$ cat config.mk
export PLATFORM = sky130hd
export DESIGN_NAME = c_token_classifier_flat
export DESIGN_NICKNAME = d
export VERILOG_FILES = /design/src/ctc_pkg.sv /design/src/ctc_if.sv /design/src/ctc_front.sv /design/src/ctc_fifo.sv /design/src/ctc_back.sv /design/src/c_token_classifier.sv /design/src/flat_wrapper.sv
export SDC_FILE = /design/constraint.sdc
export NUM_CORES = 1
export LEC_CHECK = 0
export ABC_AREA = 1
export BUFFER_PORTS_ARGS = -buffer_cell sky130_fd_sc_hd__clkbuf_2
export CAP_MARGIN = 20
export CORE_ASPECT_RATIO = 0.75
export CORE_MARGIN = 2
export CORE_UTILIZATION = 55
export DETAILED_ROUTE_END_ITERATION = 10
export GPL_TIMING_DRIVEN = 0
export PLACE_DENSITY = 0.78
export SLEW_MARGIN = 25
export SYNTH_ARGS = -nofsm -noshare
export SYNTH_HDL_FRONTEND = slang
export SYNTH_SLANG_ARGS = --single-unit
$ cat constraint.sdc
create_clock -name clk -period 4.8 [get_ports clk]
set_clock_uncertainty 0.05 [all_clocks]
set_input_delay 0.24 -clock clk [delete_from_list [all_inputs] [get_ports clk]]
set_output_delay 0.24 -clock clk [all_outputs]
set_load 0.1 [all_outputs]
$ cat src/ctc_pkg.sv
package ctc_pkg;

  localparam int MAX_WORD_DEF = 127;
  localparam int QDEPTH_DEF   = 2;
  localparam int NUM_KW       = 16;

  typedef enum logic [2:0] {
    KIND_RESERVED = 3'd0,
    KIND_INTEGER  = 3'd1,
    KIND_FLOAT    = 3'd2,
    KIND_OPERATOR = 3'd3,
    KIND_IDENT    = 3'd4,
    KIND_STMT_END = 3'd5,
    KIND_ERROR    = 3'd6
  } kind_t;

  // One queue entry describes every result that one input character causes.
  typedef struct packed {
    logic  has_word;
    kind_t kind;
    logic  has_stmt;
    logic  err;
  } q_entry_t;

  localparam logic [7:0] CH_SEMI  = 8'h3B;
  localparam logic [7:0] CH_DOT   = 8'h2E;
  localparam logic [7:0] CH_UNDER = 8'h5F;
  localparam logic [7:0] CH_PLUS  = 8'h2B;
  localparam logic [7:0] CH_MINUS = 8'h2D;
  localparam logic [7:0] CH_STAR  = 8'h2A;
  localparam logic [7:0] CH_SLASH = 8'h2F;
  localparam logic [7:0] CH_EQ    = 8'h3D;
  localparam logic [7:0] CH_GT    = 8'h3E;
  localparam logic [7:0] CH_LT    = 8'h3C;
  localparam logic [7:0] CH_BANG  = 8'h21;
  localparam logic [7:0] CH_SPACE = 8'h20;
  localparam logic [7:0] CH_TAB   = 8'h09;
  localparam logic [7:0] CH_LF    = 8'h0A;
  localparam logic [7:0] CH_VT    = 8'h0B;
  localparam logic [7:0] CH_FF    = 8'h0C;
  localparam logic [7:0] CH_CR    = 8'h0D;

  // Keyword text is right-justified: the last character sits in the low byte.
  localparam logic [63:0] KW_TEXT [NUM_KW] = '{
    "const", "int", "float", "double", "long", "static", "void", "char",
    "extern", "return", "break", "enum", "struct", "typedef", "union", "goto"
  };

  localparam logic [3:0] KW_LEN [NUM_KW] = '{
    4'd5, 4'd3, 4'd5, 4'd6, 4'd4, 4'd6, 4'd4, 4'd4,
    4'd6, 4'd6, 4'd5, 4'd4, 4'd6, 4'd7, 4'd5, 4'd4
  };

  function automatic logic [7:0] kw_char(input logic [3:0] k, input logic [2:0] p);
    logic [63:0] w;
    logic [2:0]  sh;
    w  = KW_TEXT[k];
    sh = 3'(KW_LEN[k] - 4'd1 - {1'b0, p});
    return w[{sh, 3'b000} +: 8];
  endfunction

  function automatic logic is_digit(input logic [7:0] c);
    return (c >= 8'h30) && (c <= 8'h39);
  endfunction

  function automatic logic is_ident(input logic [7:0] c);
    return (c == CH_UNDER) || is_digit(c) ||
           ((c >= 8'h61) && (c <= 8'h7A)) || ((c >= 8'h41) && (c <= 8'h5A));
  endfunction

  function automatic logic is_space(input logic [7:0] c);
    return (c == CH_SPACE) || (c == CH_TAB) || (c == CH_LF) ||
           (c == CH_VT) || (c == CH_FF) || (c == CH_CR);
  endfunction

endpackage

$ cat src/ctc_if.sv
interface ctc_in_if;
  logic       valid;
  logic       ready;
  logic [7:0] ch;
  logic       end_of_input;

  modport source (output valid, ch, end_of_input, input ready);
  modport sink (input valid, ch, end_of_input, output ready);
endinterface

interface ctc_out_if;
  logic       valid;
  logic       ready;
  logic [2:0] kind;
  logic       error_seen;
  logic       last;

  modport source (output valid, kind, error_seen, last, input ready);
  modport sink (input valid, kind, error_seen, last, output ready);
endinterface

$ cat src/ctc_front.sv
module ctc_front
  import ctc_pkg::*;
#(
  parameter int MAX_WORD = MAX_WORD_DEF
) (
  input  logic     clk,
  input  logic     rst_n,
  ctc_in_if.sink   in_ch,
  input  logic     q_full,
  output logic     push,
  output q_entry_t push_entry
);

  localparam int LenW = $clog2(MAX_WORD + 1);
  localparam logic [LenW-1:0] LenMax = LenW'(MAX_WORD);

  logic [LenW-1:0]   len_r, len_nxt;
  logic [NUM_KW-1:0] hits_r, hits_nxt;
  logic [15:0]       ftc_r, ftc_nxt;
  logic              all_dig_r, all_dig_nxt;
  logic [1:0]        dots_r, dots_nxt;
  logic              fid_r, fid_nxt;
  logic              all_id_r, all_id_nxt;
  logic              sticky_r, sticky_nxt;

  logic              acc;
  logic [7:0]        c;
  logic              delim;
  logic              stmt;
  logic              has_word;
  logic [NUM_KW-1:0] len_match;
  logic              rsv;
  logic              op;
  logic [7:0]        ca;
  logic [7:0]        cb;
  kind_t             kind;

  assign in_ch.ready = !q_full;

  always_comb begin
    acc   = in_ch.valid && in_ch.ready;
    c     = in_ch.ch;
    delim = in_ch.end_of_input || is_space(c) || (c == CH_SEMI);
    stmt  = !in_ch.end_of_input && (c == CH_SEMI);
    has_word = (len_r != '0);

    for (int k = 0; k < NUM_KW; k++) begin
      len_match[k] = (len_r == LenW'(KW_LEN[k]));
    end
    rsv = |(hits_r & len_match);
    ca  = ftc_r[7:0];
    cb  = ftc_r[15:8];
    op  = ((len_r == LenW'(1)) &&
           ((ca == CH_PLUS) || (ca == CH_MINUS) || (ca == CH_STAR) || (ca == CH_SLASH) ||
            (ca == CH_EQ) || (ca == CH_GT) || (ca == CH_LT))) ||
          ((len_r == LenW'(2)) && (cb == CH_EQ) &&
           ((ca == CH_EQ) || (ca == CH_BANG) || (ca == CH_GT) || (ca == CH_LT)));

    if (rsv) begin
      kind = KIND_RESERVED;
    end else if (op) begin
      kind = KIND_OPERATOR;
    end else if (all_dig_r && (dots_r == 2'd0)) begin
      kind = KIND_INTEGER;
    end else if (all_dig_r && (dots_r == 2'd1)) begin
      kind = KIND_FLOAT;
    end else if (!fid_r && all_id_r) begin
      kind = KIND_IDENT;
    end else begin
      kind = KIND_ERROR;
    end

    sticky_nxt = sticky_r | (acc && delim && has_word && (kind == KIND_ERROR));
    push       = acc && delim && (has_word || stmt);
    push_entry = '{has_word: has_word, kind: kind, has_stmt: stmt, err: sticky_nxt};

    for (int k = 0; k < NUM_KW; k++) begin
      hits_nxt[k] = hits_r[k] && (len_r < LenW'(KW_LEN[k])) &&
                    (kw_char(4'(k), len_r[2:0]) == c);
    end

    ftc_nxt = ftc_r;
    if (len_r == '0) begin
      ftc_nxt = {ftc_r[15:8], c};
    end else if (len_r == LenW'(1)) begin
      ftc_nxt = {c, ftc_r[7:0]};
    end

    fid_nxt = (len_r == '0) ? is_digit(c) : fid_r;

    dots_nxt    = dots_r;
    all_dig_nxt = all_dig_r;
    if (c == CH_DOT) begin
      if (dots_r != 2'd2) begin
        dots_nxt = dots_r + 2'd1;
      end
    end else if (!is_digit(c)) begin
      all_dig_nxt = 1'b0;
    end

    all_id_nxt = all_id_r && is_ident(c);
    len_nxt    = (len_r != LenMax) ? len_r + LenW'(1) : len_r;
  end

  always_ff @(posedge clk) begin
    if (!rst_n) begin
      len_r     <= '0;
      hits_r    <= '1;
      ftc_r     <= '0;
      all_dig_r <= 1'b1;
      dots_r    <= 2'd0;
      fid_r     <= 1'b0;
      all_id_r  <= 1'b1;
      sticky_r  <= 1'b0;
    end else begin
      sticky_r <= sticky_nxt;
      if (acc) begin
        if (delim) begin
          len_r     <= '0;
          hits_r    <= '1;
          ftc_r     <= '0;
          all_dig_r <= 1'b1;
          dots_r    <= 2'd0;
          fid_r     <= 1'b0;
          all_id_r  <= 1'b1;
        end else begin
          len_r     <= len_nxt;
          hits_r    <= hits_nxt;
          ftc_r     <= ftc_nxt;
          all_dig_r <= all_dig_nxt;
          dots_r    <= dots_nxt;
          fid_r     <= fid_nxt;
          all_id_r  <= all_id_nxt;
        end
      end
    end
  end

endmodule

$ cat src/ctc_fifo.sv
module ctc_fifo
  import ctc_pkg::*;
#(
  parameter int DEPTH = QDEPTH_DEF
) (
  input  logic     clk,
  input  logic     rst_n,
  input  logic     push,
  input  q_entry_t push_entry,
  output logic     full,
  output logic     q_valid,
  output q_entry_t q_entry,
  input  logic     pop
);

  localparam int PtrW = (DEPTH > 1) ? $clog2(DEPTH) : 1;
  localparam int CntW = $clog2(DEPTH + 1);
  localparam logic [PtrW-1:0] PtrLast = PtrW'(DEPTH - 1);

  q_entry_t        mem_r [DEPTH];
  logic [PtrW-1:0] wr_ptr_r;
  logic [PtrW-1:0] rd_ptr_r;
  logic [CntW-1:0] cnt_r;

  assign full    = (cnt_r == CntW'(DEPTH));
  assign q_valid = (cnt_r != '0);
  assign q_entry = mem_r[rd_ptr_r];

  always_ff @(posedge clk) begin
    if (push) begin
      mem_r[wr_ptr_r] <= push_entry;
    end
  end

  always_ff @(posedge clk) begin
    if (!rst_n) begin
      wr_ptr_r <= '0;
      rd_ptr_r <= '0;
      cnt_r    <= '0;
    end else begin
      if (push) begin
        wr_ptr_r <= (wr_ptr_r == PtrLast) ? '0 : wr_ptr_r + PtrW'(1);
      end
      if (pop) begin
        rd_ptr_r <= (rd_ptr_r == PtrLast) ? '0 : rd_ptr_r + PtrW'(1);
      end
      if (push && !pop) begin
        cnt_r <= cnt_r + CntW'(1);
      end else if (pop && !push) begin
        cnt_r <= cnt_r - CntW'(1);
      end
    end
  end

`ifndef SYNTHESIS
  a_no_overflow: assert property (@(posedge clk) disable iff (!rst_n)
    !(push && full))
    else $error("Queue written while full.");

  a_no_underflow: assert property (@(posedge clk) disable iff (!rst_n)
    pop |-> q_valid)
    else $error("Queue read while empty.");

  a_cnt_bound: assert property (@(posedge clk) disable iff (!rst_n)
    cnt_r <= CntW'(DEPTH))
    else $error("Queue count exceeds depth.");
`endif

endmodule

$ cat src/ctc_back.sv
module ctc_back
  import ctc_pkg::*;
(
  input  logic      clk,
  input  logic      rst_n,
  input  logic      q_valid,
  input  q_entry_t  q_entry,
  output logic      pop,
  ctc_out_if.source out_res
);

  logic  out_vld_r, out_vld_nxt;
  kind_t kind_r, kind_nxt;
  logic  err_r, err_nxt;
  logic  last_r, last_nxt;
  logic  pend_r, pend_nxt;
  logic  can_load;

  assign out_res.valid      = out_vld_r;
  assign out_res.kind       = kind_r;
  assign out_res.error_seen = err_r;
  assign out_res.last       = last_r;

  always_comb begin
    can_load    = !out_vld_r || out_res.ready;
    pop         = can_load && !pend_r && q_valid;
    out_vld_nxt = out_vld_r;
    kind_nxt    = kind_r;
    err_nxt     = err_r;
    last_nxt    = last_r;
    pend_nxt    = pend_r;
    if (can_load) begin
      if (pend_r) begin
        out_vld_nxt = 1'b1;
        kind_nxt    = KIND_STMT_END;
        last_nxt    = 1'b1;
        pend_nxt    = 1'b0;
      end else if (q_valid) begin
        out_vld_nxt = 1'b1;
        err_nxt     = q_entry.err;
        if (q_entry.has_word) begin
          kind_nxt = q_entry.kind;
          last_nxt = !q_entry.has_stmt;
          pend_nxt = q_entry.has_stmt;
        end else begin
          kind_nxt = KIND_STMT_END;
          last_nxt = 1'b1;
          pend_nxt = 1'b0;
        end
      end else begin
        out_vld_nxt = 1'b0;
      end
    end
  end

  always_ff @(posedge clk) begin
    if (!rst_n) begin
      out_vld_r <= 1'b0;
      pend_r    <= 1'b0;
    end else begin
      out_vld_r <= out_vld_nxt;
      pend_r    <= pend_nxt;
    end
    kind_r <= kind_nxt;
    err_r  <= err_nxt;
    last_r <= last_nxt;
  end

`ifndef SYNTHESIS
  a_pend_held: assert property (@(posedge clk) disable iff (!rst_n)
    pend_r |-> (out_vld_r && !last_r))
    else $error("Pending statement end without a word result in flight.");

  a_stmt_last: assert property (@(posedge clk) disable iff (!rst_n)
    (out_vld_r && !last_r) |-> (kind_r != KIND_STMT_END))
    else $error("Statement end shown as a non-final result.");

  a_out_hold: assert property (@(posedge clk) disable iff (!rst_n)
    (out_vld_r && !out_res.ready) |=>
      (out_vld_r && $stable(kind_r) && $stable(err_r) && $stable(last_r)))
    else $error("Result changed while waiting for its transfer.");
`endif

endmodule

$ cat src/c_token_classifier.sv
// Streaming token classifier: one character per transfer on in_chan, and zero, one or
// two results on out_chan for each character that ends a word (whitespace, semicolon
// or end of input); a semicolon adds a statement-end result after any pending word.
// The front stage updates registered per-word flags and accepts a character every
// cycle while the result queue (Q_DEPTH entries, two by default) has room; the back
// stage shows one result per cycle from its output register while out_chan is ready,
// so a word followed by a semicolon gives two results from one queue entry. The first
// result of a character goes through the queue and then the output register.
module c_token_classifier
  import ctc_pkg::*;
#(
  parameter int MAX_WORD = MAX_WORD_DEF,
  parameter int Q_DEPTH  = QDEPTH_DEF
) (
  input  logic      clk,
  input  logic      rst_n,
  ctc_in_if.sink    in_chan,
  ctc_out_if.source out_chan
);

  logic     push;
  q_entry_t push_entry;
  logic     q_full;
  logic     q_valid;
  q_entry_t q_entry;
  logic     pop;

  ctc_front #(.MAX_WORD(MAX_WORD)) u_front (
    .clk        (clk),
    .rst_n      (rst_n),
    .in_ch      (in_chan),
    .q_full     (q_full),
    .push       (push),
    .push_entry (push_entry)
  );

  ctc_fifo #(.DEPTH(Q_DEPTH)) u_fifo (
    .clk        (clk),
    .rst_n      (rst_n),
    .push       (push),
    .push_entry (push_entry),
    .full       (q_full),
    .q_valid    (q_valid),
    .q_entry    (q_entry),
    .pop        (pop)
  );

  ctc_back u_back (
    .clk     (clk),
    .rst_n   (rst_n),
    .q_valid (q_valid),
    .q_entry (q_entry),
    .pop     (pop),
    .out_res (out_chan)
  );

endmodule

$ cat src/flat_wrapper.sv
// flat-port wrapper written by rule: the top's interface ports become plain ports
module c_token_classifier_flat import ctc_pkg::*;
#(
  parameter int MAX_WORD = MAX_WORD_DEF,
  parameter int Q_DEPTH  = QDEPTH_DEF
)
  (clk, rst_n, in_chan_valid, in_chan_ch, in_chan_end_of_input, in_chan_ready, out_chan_valid, out_chan_kind, out_chan_error_seen, out_chan_last, out_chan_ready);
  ctc_in_if in_chan_i ();
  ctc_out_if out_chan_i ();
  input  logic clk;
  input  logic rst_n;
  input wire logic [$bits(in_chan_i.valid)-1:0] in_chan_valid;
  input wire logic [$bits(in_chan_i.ch)-1:0] in_chan_ch;
  input wire logic [$bits(in_chan_i.end_of_input)-1:0] in_chan_end_of_input;
  output wire logic [$bits(in_chan_i.ready)-1:0] in_chan_ready;
  output wire logic [$bits(out_chan_i.valid)-1:0] out_chan_valid;
  output wire logic [$bits(out_chan_i.kind)-1:0] out_chan_kind;
  output wire logic [$bits(out_chan_i.error_seen)-1:0] out_chan_error_seen;
  output wire logic [$bits(out_chan_i.last)-1:0] out_chan_last;
  input wire logic [$bits(out_chan_i.ready)-1:0] out_chan_ready;
  assign in_chan_i.valid = in_chan_valid;
  assign in_chan_i.ch = in_chan_ch;
  assign in_chan_i.end_of_input = in_chan_end_of_input;
  assign in_chan_ready = in_chan_i.ready;
  assign out_chan_valid = out_chan_i.valid;
  assign out_chan_kind = out_chan_i.kind;
  assign out_chan_error_seen = out_chan_i.error_seen;
  assign out_chan_last = out_chan_i.last;
  assign out_chan_i.ready = out_chan_ready;
  c_token_classifier #(.MAX_WORD(MAX_WORD), .Q_DEPTH(Q_DEPTH)) u_core (.clk(clk), .rst_n(rst_n), .in_chan(in_chan_i), .out_chan(out_chan_i));
endmodule
# After elaboration in Yosys (flattened, before gate mapping)
# Memory sizes are Yosys's and may differ from the RTL's. A register that Yosys moved wholly into a read port is not among the register bits.
# Cells that the tools add are included.
# W data, S select, Z words.
# classes
eq_ne	49
add_sub_neg	11
order_cmp	11
bitwise_logic	3
mux	37
shift	16
reduce_logical	101
# ops
op	count
$shiftx A64 B7 Y8 const A	16
$eq A8 B8 Y1	16
$eq A8 B6 Y1 const B	12
$mux W16	4
$logic_and A1 B1 Y1	52
$eq A8 B4 Y1 const B	5
$eq A7 B3 Y1 const B	4
$lt A7 B3 Y1 const B	4
$logic_or A1 B1 Y1	22
$mux W1	19
$mux W3	6
$and A16 B16 Y16	1
$ge A8 B7 Y1 const B	2
$le A8 B7 Y1 const B	2
$reduce_bool A2 Y1	8
$reduce_or A16 Y1	1
$eq A7 B2 Y1 const B	2
$mux W7	2
$mux W2	6
$reduce_and A3 Y1	4
$sub A3 B3 Y3 const A	3
$eq A8 B7 Y1 const B	1
$ge A8 B6 Y1 const B	1
$le A8 B6 Y1 const B	1
other kinds (19)	34
# totals
word_cells	246
n_memories	1
out_inout_bits	7
ramBits	12
ff_bits	56
# memory_table
memory	words	width	read_ports	rd_clocked_by_memory_dff	wr	line	rtl
u_core.u_fifo.mem_r	2	6	1	1	1	ctc_fifo.sv:20	q_entry_t mem_r [DEPTH];

# Longest topological paths before layout
# Gate-level depths: netlist of the first run.
# depth
ltp_word	14
mapped_depth	13
mapped_depth_nobuf	12

# Modules after synthesis
# From an unflattened synthesis of the first run, not the netlist that was laid out.
# unflattened
cells_unflattened	738
hier_area_um2	5180.0
# modules_own_cells
module	cells_each	area_each_um2	seq_area_each_um2	n_inst
ctc_front	655	4217.8	900.9	1
ctc_fifo	54	669.4	460.4	1
ctc_back	29	292.8	190.2	1

# Worst setup path before layout of the first run
# No wires, ideal clock.
# synth_path
kind	register -> register
start	register u_core.u_fifo.cnt_r[0]
end	register u_core.u_fifo.cnt_r[1]
path_slack_ns	2.243
n_path_buf	0
arrival_time_ns	2.384
setup_ns	0.122
path_stages_with_launch	12
required_time_ns	4.628
cell_sequence	dfxtp_1 -> inv_1 -> nand2_1 -> nand2_1 -> inv_1 -> nand2_2 -> a21oi_2 -> ha_1 -> a21oi_1 -> o21ai_0 -> o21ai_0 -> a21oi_1
# synth_between
elab_chain_len	8
word_cells_on_any_way	16
cone_classes	add/sub (2); eq/ne (1); mux (2); reduce/logical (11)
# synth_lines
element	line	rtl
start, declared	ctc_fifo.sv:23	logic [CntW-1:0] cnt_r;
start signal, assigned	ctc_fifo.sv:48	cnt_r <= cnt_r + CntW'(1);
start signal, assigned	ctc_fifo.sv:50	cnt_r <= cnt_r - CntW'(1);
$eq A2 B2 Y1 *	ctc_fifo.sv:25	assign full = (cnt_r == CntW'(DEPTH));
$logic_not A1 Y1 *	ctc_front.sv:38	assign in_ch.ready = !q_full;
net in_chan_ready	flat_wrapper.sv:15	output wire logic [$bits(in_chan_i.ready)-1:0] in_chan_ready;
$logic_and A1 B1 Y1 *	ctc_front.sv:41	acc = in_ch.valid && in_ch.ready;
$logic_and A1 B1 Y1 * (2 in a row)	ctc_front.sv:74	push = acc && delim && (has_word || stmt);
net u_core.push	c_token_classifier.sv:21	logic push;
$logic_not A1 Y1	ctc_fifo.sv:49	end else if (pop && !push) begin
$logic_and A1 B1 Y1	ctc_fifo.sv:49	
$reduce_bool A2 Y1 (no source line)	-	
# The timed path passes the listed nets; every way through them passes the cells marked *. The select of a mux whose other input is x is not followed.
# A chain may end at the register's enable or synchronous reset.

# Final worst setup path of the first run
# layout_path
start	register u_core.u_front.len_r[1]
end	register u_core.u_front.hits_r[12]
# layout_between
elab_chain_len	5
word_cells_on_any_way	7
cone_classes	add/sub (1); order compare (1); eq/ne (1); shift (1); mux (1); reduce/logical (2)
# layout_lines
element	line	rtl
start, declared	ctc_front.sv:17	logic [LenW-1:0] len_r, len_nxt;
start signal, assigned	ctc_front.sv:127	len_r <= len_nxt;
$sub A3 B3 Y3	ctc_pkg.sv:58	sh = 3'(KW_LEN[k] - 4'd1 - {1'b0, p});
$shiftx A64 B7 Y8	ctc_pkg.sv:59	return w[{sh, 3'b000} +: 8];
$eq A8 B8 Y1	ctc_front.sv:79	(kw_char(4'(k), len_r[2:0]) == c);
$logic_and A1 B1 Y1 *	ctc_front.sv:78	hits_nxt[k] = hits_r[k] && (len_r < LenW'(KW_LEN[k])) &&
$mux W16 *	ctc_front.sv:118	if (delim) begin
end signal, assigned	ctc_front.sv:128	hits_r <= hits_nxt;
end, declared	ctc_front.sv:18	logic [NUM_KW-1:0] hits_r, hits_nxt;
# Every way passes the cells marked *; elsewhere a longest branch is shown, timed or not.

==> results.md, run 1 <==
- Status: finished, final reports clean
- RSZ-0062 raised after global routing: no
- Yosys reg bits: 69
- Max VDD drop: 0.2805 mV
- Clock tree root driver cell: clkbuf_16
- Synthesized cell area: 0.005039 mm^2
- Antenna cell count: 0
- Fin crit period: 3.068 ns
- IO Pins: 20
- Hold path depth: 4
- Worst-path maximum fanout: 13
- CP peak stage delay: 0.70 ns
- Worst setup EP type: register
- Grt ovf: 0
- Worst hold path type: in2reg
- Area leader, netlist: dfxtp_1
- PD cells: 470.5 mW/mm^2
- Clock-pin slew on the worst setup and hold paths: 0.05 ns
- Min-delay src: out_chan_ready
- Area growth syn-to-layout: 9.312%
- Drt wl/cell: 17.31 um
- DR pass1 iterations: 5
- Hpwl dp: 11160 um
- YS warnings: 0
- Worst-Skew Late Latency: 0.33 ns
- Core area: 0.008971 mm^2
- Crit path launch type: register
- CTS sink cnt: 69
- Worst Setup Path Type: reg2reg
- DRC viols: 0
- Clock buffer depth: 2
- Initial DRC count: 577
- Share of synthesized flip-flops with an asynchronous set or reset: 0
- First-pass GRT wire length: 23350 um
- Commonest non-fill, non-tap cell in the layout: nand2_1
- Top-area cell type share of the netlist area: 0.2066
- Mapped Avg Cell Area: 6.969 um^2
- Fin area: 0.005508 mm^2
- Area contributors post-synth: dfxtp_1 (21%), nand2_1 (13%), edfxtp_1 (10%)
- Mux cell area share after synthesis: 0
- Starting Density: 0.5616
- WP data required: 5.03 ns
- Hold worst-path end: u_core.u_back.pend_r$_SDFFE_PN0N_
- Xor/xnor share of the synthesized area: 0.08344
- WL final: 14970 um
- Vias in the first global route: 4434
- Share of layout cells above drive strength 1: 0.1169
- # setup viols final: 0
- Row count: 30
- Compound-Gate Fraction of Synth Area: 0.1222
- H-tree levels: 3
- Max_cap viols: 0
- Number of vias per cell: 5.728
- Post-cts sizing count: 0
- R2R depth: 11
- Antenna violations before repair: 0
- Vias: 4955
- Final Max Tran Viols: 0
- FF-to-FF Start: u_core.u_front.len_r[1]$_SDFFE_PN0P_
- Cts hold-fix bufs: 0
- Largest net degree at the start of global routing: 14
- Vert. Die Dim: 86.89 um
- CTS tree: done
- Setup bufs post-CTS: 0
- Top cell by count, worst path: nand2_1
- Commonest cells after routing, fill and taps aside: nand2_1 (181), nor2_1 (89), inv_1 (54), dfxtp_1 (52), a21oi_1 (49)
- GPL Wtd Cong: 0.9916
- Fin cells: 865
- Main combinational cell family by area after synthesis: simple AND/OR/NAND/NOR gates
- Slew margin rel.: 0.5808
- Die Wd: 114.5 um
- FF-to-FF setup slack: 1.73 ns
- Nets: 785
- Yosys cell types: 48
- Arrival @ worst endpoint: 3.30 ns
- Adder-cell area share of the yosys netlist: 0.05960
- Achievable Freq: 325.9 MHz
- Die ar.: 0.009951 mm^2
- Final hold violation count: 0
- Prevailing post-synth register cell: dfxtp_1
- Antenna Violating Nets Remaining: 0
- Inst Count DP: 849
- Seq/Total Area, Yosys: 0.3079
- Cell count after synthesis: 723
- CP bufs+invs: 3
- CP Cell Sequence: inv_1 > ha_1 > clkbuf_1 > inv_1 > o21ai_0 > xor2_1 > nor2_1 > nand4_1 > nand2_1 > nand2_1 > nand2_1
- Worst path top cell family by delay: buffers and inverters
- RR Endpoint: u_core.u_front.hits_r[12]$_SDFFE_PN1P_
- Fin crit share: 0.6392
- Lkg Pwr: 2.422 nW
- Post-synth EDFFs: 17
- Worst path slowest cell: dfxtp_1
- CTS buffer count: 9
- Mapped Nets: 760
- Setup TNS: 0 ns
- Pwr Total: 2.591 mW
- Synth Area in Simple Gates: 0.3293
- Port Buf Inserts: 14
- Global Route Usage Sum: 0.3090
- Worst Tran Pin Value: 0.6233 ns
- Placed Area: 0.005249 mm^2
layout make-up:
cell class	count	area, um^2
multi-input cells	558	2995
fillers	813	3463
clock buffers	10	229.0
plain buffers	29	235.2
clock inverters	6	30.03
repair buffers	14	70.07
well taps	112	140.1
flip-flops and latches	69	1551
inverters	67	256.5
state kept, by name, summed over array words and instances (netlist names), 2 cells and up, named ones only:
name	flops
u_core.u_fifo.cnt_r	2
u_core.u_front.dots_r	2
u_core.u_front.ftc_r	16
u_core.u_fifo.mem_r	12
u_core.u_front.hits_r	16
u_core.u_back.out_res.kind	3
u_core.u_front.len_r	7
worst max-delay path by stage:
stage	cells past startpoint	slack, ns	endpoint	start
after floorplan	11	2.24	u_core.u_fifo.cnt_r[1]$_SDFFE_PN0P_	u_core.u_fifo.cnt_r[0]$_SDFFE_PN0P_
after global placement	11	1.88	u_core.u_front.hits_r[12]$_SDFFE_PN1P_	u_core.u_front.len_r[1]$_SDFFE_PN0P_
after detailed placement	11	1.86	u_core.u_front.hits_r[12]$_SDFFE_PN1P_	u_core.u_front.len_r[1]$_SDFFE_PN0P_
after CTS	11	1.84	u_core.u_front.hits_r[12]$_SDFFE_PN1P_	u_core.u_front.len_r[1]$_SDFFE_PN0P_
after global routing	11	1.48	u_core.u_front.hits_r[12]$_SDFFE_PN1P_	u_core.u_front.len_r[1]$_SDFFE_PN0P_
final	11	1.73	u_core.u_front.hits_r[12]$_SDFFE_PN1P_	u_core.u_front.len_r[1]$_SDFFE_PN0P_
through the flow:
stage,util,hold slack [ns],setup slack (ns)
after detailed placement,0.5851,0.3848,1.857
final,0.6139,0.1891,1.732
after floorplan,-,0.3284,2.243
after CTS,0.6139,0.1793,1.844
after global routing,0.6139,0.2064,1.477
after global placement,0.5851,0.3712,1.884
cell usage after synthesis (9+ instances only):
library cell  count
nor2_1           89
inv_1            54
nand4_1          13
edfxtp_1         17
nand2_1         181
dfxtp_1          52
nor3_1           20
buf_2             9
nand3_1          36
xor2_1           43
o21ai_0          46
ha_1             24
inv_2            10
a21oi_1          49
report_power, final:
group | internal (mW) | leakage (nW) | switching, mW
Clock | 0.343 | 0.127 | 0.240
Combinational | 0.332 | 1.71 | 0.885
Sequential | 0.717 | 0.583 | 0.0746
Total | 1.39 | 2.42 | 1.20
cells by family after synthesis:
family,after synthesis
xor+xnor,48
compound gates,113
simple gates,373
fa+ha+maj,24
flops,69
buf+inv,96
tightest hold or removal path, cell delays in order:
cell and delay, ns:
clkbuf_2 0.08, nor2_1 0.07, nand2_1 0.07, a21oi_1 0.06
metal layers:
| metal | GRT usage | routed length (um) | vias up |
|---|---|---|---|
| met5 | 0 | 0 | - |
| met4 | 0.08647 | 202 | 0 |
| met3 | 0.09603 | 1866 | 21 |
| met2 | 0.4260 | 6133 | 277 |
| met1 | 0.4604 | 6768 | 2246 |
| li1 | - | - | 2411 |
Power figures use the tool's default switching activity.
==> run 2, diff against run 1 <==
- PLACE_DENSITY: 0.78 -> 0.81
- clock period: 4.8 -> 2.8 ns (I/O delays scaled with it)
==> results.md, run 2 (synthesis results as in run 1) <==
- Row count: 30 (unchanged)
- CTS tree: done
- Worst-Skew Late Latency: 0.34 ns (about the same)
- Initial DRC count: 769 (+33%)
- Antenna cell count: 0 (unchanged)
- Max_cap viols: 0 (unchanged)
- Worst Tran Pin Value: 0.7067 ns (+0.08347 ns)
- Arrival @ worst endpoint: 2.92 ns (-0.38 ns)
- Achievable Freq: 371.3 MHz (+14%)
- Commonest non-fill, non-tap cell in the layout: nand2_1
- Fin cells: 872 (+0.81%)
- Number of vias per cell: 5.854 (+2.2%)
- Vias in the first global route: 4560 (+2.8%)
- FF-to-FF Start: u_core.u_front.len_r[2]$_SDFFE_PN0P_
- Worst-path maximum fanout: 12 (-1)
- Final hold violation count: 0 (unchanged)
- Fin crit period: 2.693 ns (-0.3755 ns)
- Crit path launch type: register
- Area growth syn-to-layout: 10.78%
- Fin crit share: 0.9617 (+0.3225)
- Commonest cells after routing, fill and taps aside: nand2_1 (181), nor2_1 (89), inv_1 (52), dfxtp_1 (50), a21oi_1 (49)
- Worst path slowest cell: dfxtp_1
- Switching share of power: 0.4575 (-0.005591)
- CP Cell Sequence: buf_4 > inv_4 > ha_1 > buf_2 > inv_1 > nand2_1 > o21ai_0 > xor2_1 > nor3_1 > nand3_1 > nand2_1 > nand2_1 > nand2_1
- CTS sink cnt: 69 (unchanged)
- Hpwl dp: 10890 um (-2.4%)
- Max VDD drop: 0.4039 mV (+44%)
- Setup TNS: 0 ns (unchanged)
- Lkg Pwr: 2.455 nW (+1.4%)
- Pwr Total: 4.512 mW (+74%)
- Grt ovf: 0 (unchanged)
- Clock tree root driver cell: clkbuf_16
- Int Power: 2.448 mW (+76%)
- Clock-pin slew on the worst setup and hold paths: 0.05 ns (about the same)
- Vert. Die Dim: 86.89 um (unchanged)
- Final Max Tran Viols: 0 (unchanged)
- GPL Wtd Cong: 1.062 (+7.0%)
- Largest registers: u_core.u_front.ftc_r (16), u_core.u_front.hits_r (16), u_core.u_fifo.mem_r (12)
- # setup viols final: 0 (unchanged)
- Antenna violations before repair: 0 (unchanged)
- PD cells: 808.4 mW/mm^2 (+72%)
- Logic pwr share: 0.472 (+0.003)
- CP bufs+invs: 4 (+1)
- Status: finished, final reports clean
- WP data required: 3.03 ns (-2.00 ns)
- Final worst slack: 0.1071 ns (-1.625 ns)
- Global Route Usage Sum: 0.3108 (+0.001797)
- Post-place setup slack: -0.1277 ns (-1.985 ns)
- Clock buffer depth: 2 (unchanged)
- Drt wl/cell: 17.23 um (-0.43%)
- Worst Setup Path Type: reg2reg
- H-tree levels: 3 (unchanged)
- Sw power: 2.064 mW (+72%)
- CP peak stage delay: 0.61 ns (-0.09 ns)
- Min-delay src: out_chan_ready
- Clock Power Share: 0.226 (about the same)
- Antenna Violating Nets Remaining: 0 (unchanged)
- Worst hold margin: 0.06906 ns (-0.1201 ns)
- IO Pins: 20 (unchanged)
- Sequential cell fraction of total power: 0.302 (-0.003)
- RSZ-0062 raised after global routing: no
- Largest net degree at the start of global routing: 14 (unchanged)
- Worst Setup SP: u_core.u_front.len_r[2]$_SDFFE_PN0P_
- Worst setup EP type: register
- Core area: 0.008971 mm^2 (unchanged)
- Vias: 5105 (+3.0%)
- WL final: 15030 um (+0.37%)
- Top cell by count, worst path: nand2_1
- Slew margin rel.: 0.5288 (-0.05192)
- Worst path top cell family by delay: simple AND/OR/NAND/NOR gates
- First-pass GRT wire length: 23390 um (+0.18%)
- Share of layout cells above drive strength 1: 0.1316 (+0.01471)
- Nets: 792 (+0.89%)
- DR pass1 iterations: 5 (unchanged)
- Port Buf Inserts: 14 (unchanged)
- Die Wd: 114.5 um (unchanged)
- Worst hold path type: in2reg
- Die ar.: 0.009951 mm^2 (unchanged)
- Inst Count DP: 849 (unchanged)
- DRC viols: 0 (unchanged)
- Starting Density: 0.5616 (unchanged)
- CTS buffer count: 9 (unchanged)
run 2: area by class of cell:
cell class	count	area, um^2
fillers	799	3390
clock buffers	13	250.2
well taps	112	140.1
multi-input cells	558	2998
flip-flops and latches	69	1556
clock inverters	3	15.01
plain buffers	29	235.2
repair buffers	21	122.6
inverters	67	264.0
run 2: per-layer routing:
layer	GRT usage	wire length (um)	up-vias
met2	0.4357	6054	327
met4	0.09756	341	0
met1	0.4412	6566	2326
met5	0	0	-
met3	0.1169	2065	33
li1	-	-	2419
run 2: final timing paths:
path / endpoint / slack, ns / cells after the start
worst max-delay path: u_core.u_front.hits_r[3]$_SDFFE_PN1P_ / 0.11 / 13
worst min-delay path: u_core.u_back.pend_r$_SDFFE_PN0N_ / 0.07 / 4
worst max register to register: u_core.u_front.hits_r[3]$_SDFFE_PN1P_ / 0.11 / 13
worst min register to register: u_core.u_front.hits_r[11]$_SDFFE_PN1P_ / 0.39 / 2
run 2: stage by stage:
| step | utilization | instance area [um^2] |
|---|---|---|
| 6_report | 0.6222 | 5582 |
| 2_1_floorplan | - | 5039 |
| 3_3_place_gp | 0.5851 | 5249 |
| 4_1_cts | 0.6148 | 5515 |
| 5_1_grt | 0.6222 | 5582 |
| 3_5_place_dp | 0.5851 | 5249 |
run 2: worst reg2reg max path: stages, from the launching register on:
cell,delay (ns)
dfxtp_1,0.61
buf_4,0.27
inv_4,0.10
ha_1,0.28
buf_2,0.18
inv_1,0.15
nand2_1,0.14
o21ai_0,0.12
xor2_1,0.16
nor3_1,0.22
nand3_1,0.17
nand2_1,0.10
nand2_1,0.05
nand2_1,0.04
run 2: power groups by stage:
stage          clock network (mW)  logic [mW]  registers (mW)
2_1_floorplan                   0        1.31            1.63
3_3_place_gp                    0        1.98            1.36
3_5_place_dp                    0        2.02            1.37
4_1_cts                      1.03        2.04            1.35
5_1_grt                      1.07        2.31            1.38
6_report                     1.02        2.13            1.36
run 2: repair_timing:
item	4_1_cts	5_1_grt
buffers inserted	0	7
hold buffers	0	0
endpoints found under the setup margin	12	5
gates resized for setup	1	5
pin swaps	0	0
==> run 3, diff against run 2 <==
- CELL_PAD_IN_SITES_DETAIL_PLACEMENT: not set -> 0
- CELL_PAD_IN_SITES_GLOBAL_PLACEMENT: not set -> 1
- CORE_UTILIZATION: 55 -> 41
- PLACE_DENSITY: 0.81 -> 0.82
==> results.md, run 3 (synthesis results as in run 1) <==
- Status: finished, final reports clean
- Fin area: 0.005738 mm^2 (+2.8%)
- Worst path slowest cell: dfxtp_2
- Antenna Violating Nets Remaining: 0 (unchanged)
- Lkg Pwr: 2.486 nW (+1.3%)
- Die Wd: 132.0 um (+15%)
- CTS sink cnt: 69 (unchanged)
- Fin crit share: 0.9049 (-0.05686)
- Worst hold path type: in2reg
- Final worst slack: 0.2663 ns (+0.1592 ns)
- Fin crit period: 2.534 ns (-0.1592 ns)
- Clock tree root driver cell: clkbuf_16
- H-tree levels: 3 (unchanged)
- Fin cells: 926 (+6.2%)
- RSZ-0062 raised after global routing: no
- Worst Tran Pin Value: 0.6512 ns (-0.05551 ns)
- Grt ovf: 0 (unchanged)
- Max_cap viols: 0 (unchanged)
- Vias in the first global route: 4541 (-0.42%)
- Antenna violations before repair: 0 (unchanged)
- Largest net degree at the start of global routing: 14 (unchanged)
- PD cells: 842.7 mW/mm^2 (+4.3%)
- CP Cell Sequence: clkinvlp_4 > ha_2 > clkinv_2 > ha_1 > nand2_1 > nand2_1 > nor2_1 > nand3_1 > nor4_1 > nand2_1 > nand3_1
- Drt wl/cell: 17.27 um (+0.24%)
- Slew margin rel.: 0.5659 (+0.03700)
- Row count: 35 (+17%)
- Max VDD drop: 0.3724 mV (-7.8%)
- FF-to-FF setup slack: 0.27 ns (+0.16 ns)
- Vert. Die Dim: 100.0 um (+15%)
- GPL Wtd Cong: 0.9537 (-10%)
- Starting Density: 0.4154 (-0.1463)
- WL final: 16000 um (+6.4%)
- Final Max Tran Viols: 0 (unchanged)
- Top cell by count, worst path: nand2_1
- Worst-Skew Late Latency: 0.33 ns (about the same)
- Die ar.: 0.01320 mm^2 (+33%)
- Largest registers: u_core.u_front.ftc_r (16), u_core.u_front.hits_r (16), u_core.u_fifo.mem_r (12)
- Area growth syn-to-layout: 13.88%
- DRC viols: 0 (unchanged)
- Inst Count DP: 903 (+6.4%)
- Clock buffer depth: 2 (unchanged)
- Fill cells: 1267 (+59%)
- Worst hold margin: 0.07171 ns (+0.002657 ns)
- Initial DRC count: 477 (-38%)
- Achievable Freq: 394.7 MHz (+6.3%)
- CTS tree: done
- Setup TNS: 0 ns (unchanged)
- Worst Setup Path Type: reg2reg
- Placed Area: 0.005316 mm^2 (+1.3%)
- Pwr Total: 4.836 mW (+7.2%)
- Register area: 0.001558 mm^2 (about the same)
- Arrival @ worst endpoint: 2.76 ns (-0.16 ns)
- Worst-path maximum fanout: 9 (-3)
- Vias: 5008 (-1.9%)
- Commonest cells after routing, fill and taps aside: nand2_1 (181), nor2_1 (89), inv_1 (52), a21oi_1 (49), dfxtp_1 (49)
- # setup viols final: 0 (unchanged)
- Share of layout cells above drive strength 1: 0.1382 (+0.006579)
- DR pass1 iterations: 5 (unchanged)
- Clock-pin slew on the worst setup and hold paths: 0.06 ns (about the same)
- Global Route Usage Sum: 0.2470 (-0.06384)
- WP data required: 3.02 ns (about the same)
- IO Pins: 20 (unchanged)
- Multi-input gate area: 0.002998 mm^2 (unchanged)
- Post-layout util: 0.4730 (-0.1491)
- Number of vias per cell: 5.408 (-7.6%)
- Crit path launch type: register
- First-pass GRT wire length: 25070 um (+7.2%)
- Hpwl dp: 11820 um (+8.5%)
- Core area: 0.01213 mm^2 (+35%)
- Worst setup EP type: register
- Commonest non-fill, non-tap cell in the layout: nand2_1
- CP peak stage delay: 0.38 ns (-0.23 ns)
- Final hold violation count: 0 (unchanged)
- Nets: 792 (unchanged)
- Antenna cell count: 0 (unchanged)
- Post-place setup slack: -0.2159 ns (-0.08821 ns)
- Port Buf Inserts: 14 (unchanged)
- CTS buffer count: 9 (unchanged)
[run 3: what timing repair did]
item / CTS / global route
endpoints found under the setup margin: 14 / 7
setup buffers: 0 / 8
hold buffers: 0 / 0
resized for setup: 1 / 7
[run 3: where the power goes]
group	total, mW	switching (mW)	internal (mW)
logic	2.14	1.54	0.602
clock network	1.33	0.457	0.874
registers	1.37	0.134	1.23
total	4.84	2.13	2.71
[run 3: final cells by class]
| class | count | share of cell area |
|---|---|---|
| Tap cell | 166 | 0.03620 |
| Clock buffer | 9 | 0.03925 |
| Sequential cell | 69 | 0.2715 |
| Buffer | 28 | 0.04034 |
| Clock inverter | 7 | 0.02137 |
| Multi-Input combinational cell | 558 | 0.5225 |
| Timing Repair Buffer | 22 | 0.02268 |
| Inverter | 67 | 0.04623 |
[run 3: path summary, 6_finish.rpt]
kind	cells past startpoint	from	to
setup / recovery	11	u_core.u_front.len_r[0]$_SDFFE_PN0P_	u_core.u_front.hits_r[14]$_SDFFE_PN1P_
hold / removal	4	out_chan_ready	u_core.u_back.pend_r$_SDFFE_PN0N_
setup reg to reg	11	u_core.u_front.len_r[0]$_SDFFE_PN0P_	u_core.u_front.hits_r[14]$_SDFFE_PN1P_
hold reg to reg	2	u_core.u_front.hits_r[4]$_SDFFE_PN1P_	u_core.u_front.hits_r[4]$_SDFFE_PN1P_
[run 3: critical path, delay by kind of cell, from the launching register on]
family        cells  cell delay, ns
fa+ha+maj         2            0.64
buf+inv           2            0.45
simple gates      7            0.94
flops             1            0.38
[run 3: metal layers]
layer	routed length, um	GRT usage	up-vias
met2	6394	0.3546	250
met5	0	0	-
li1	-	-	2424
met1	7886	0.3799	2313
met3	1507	0.04293	21
met4	208	0.06020	0
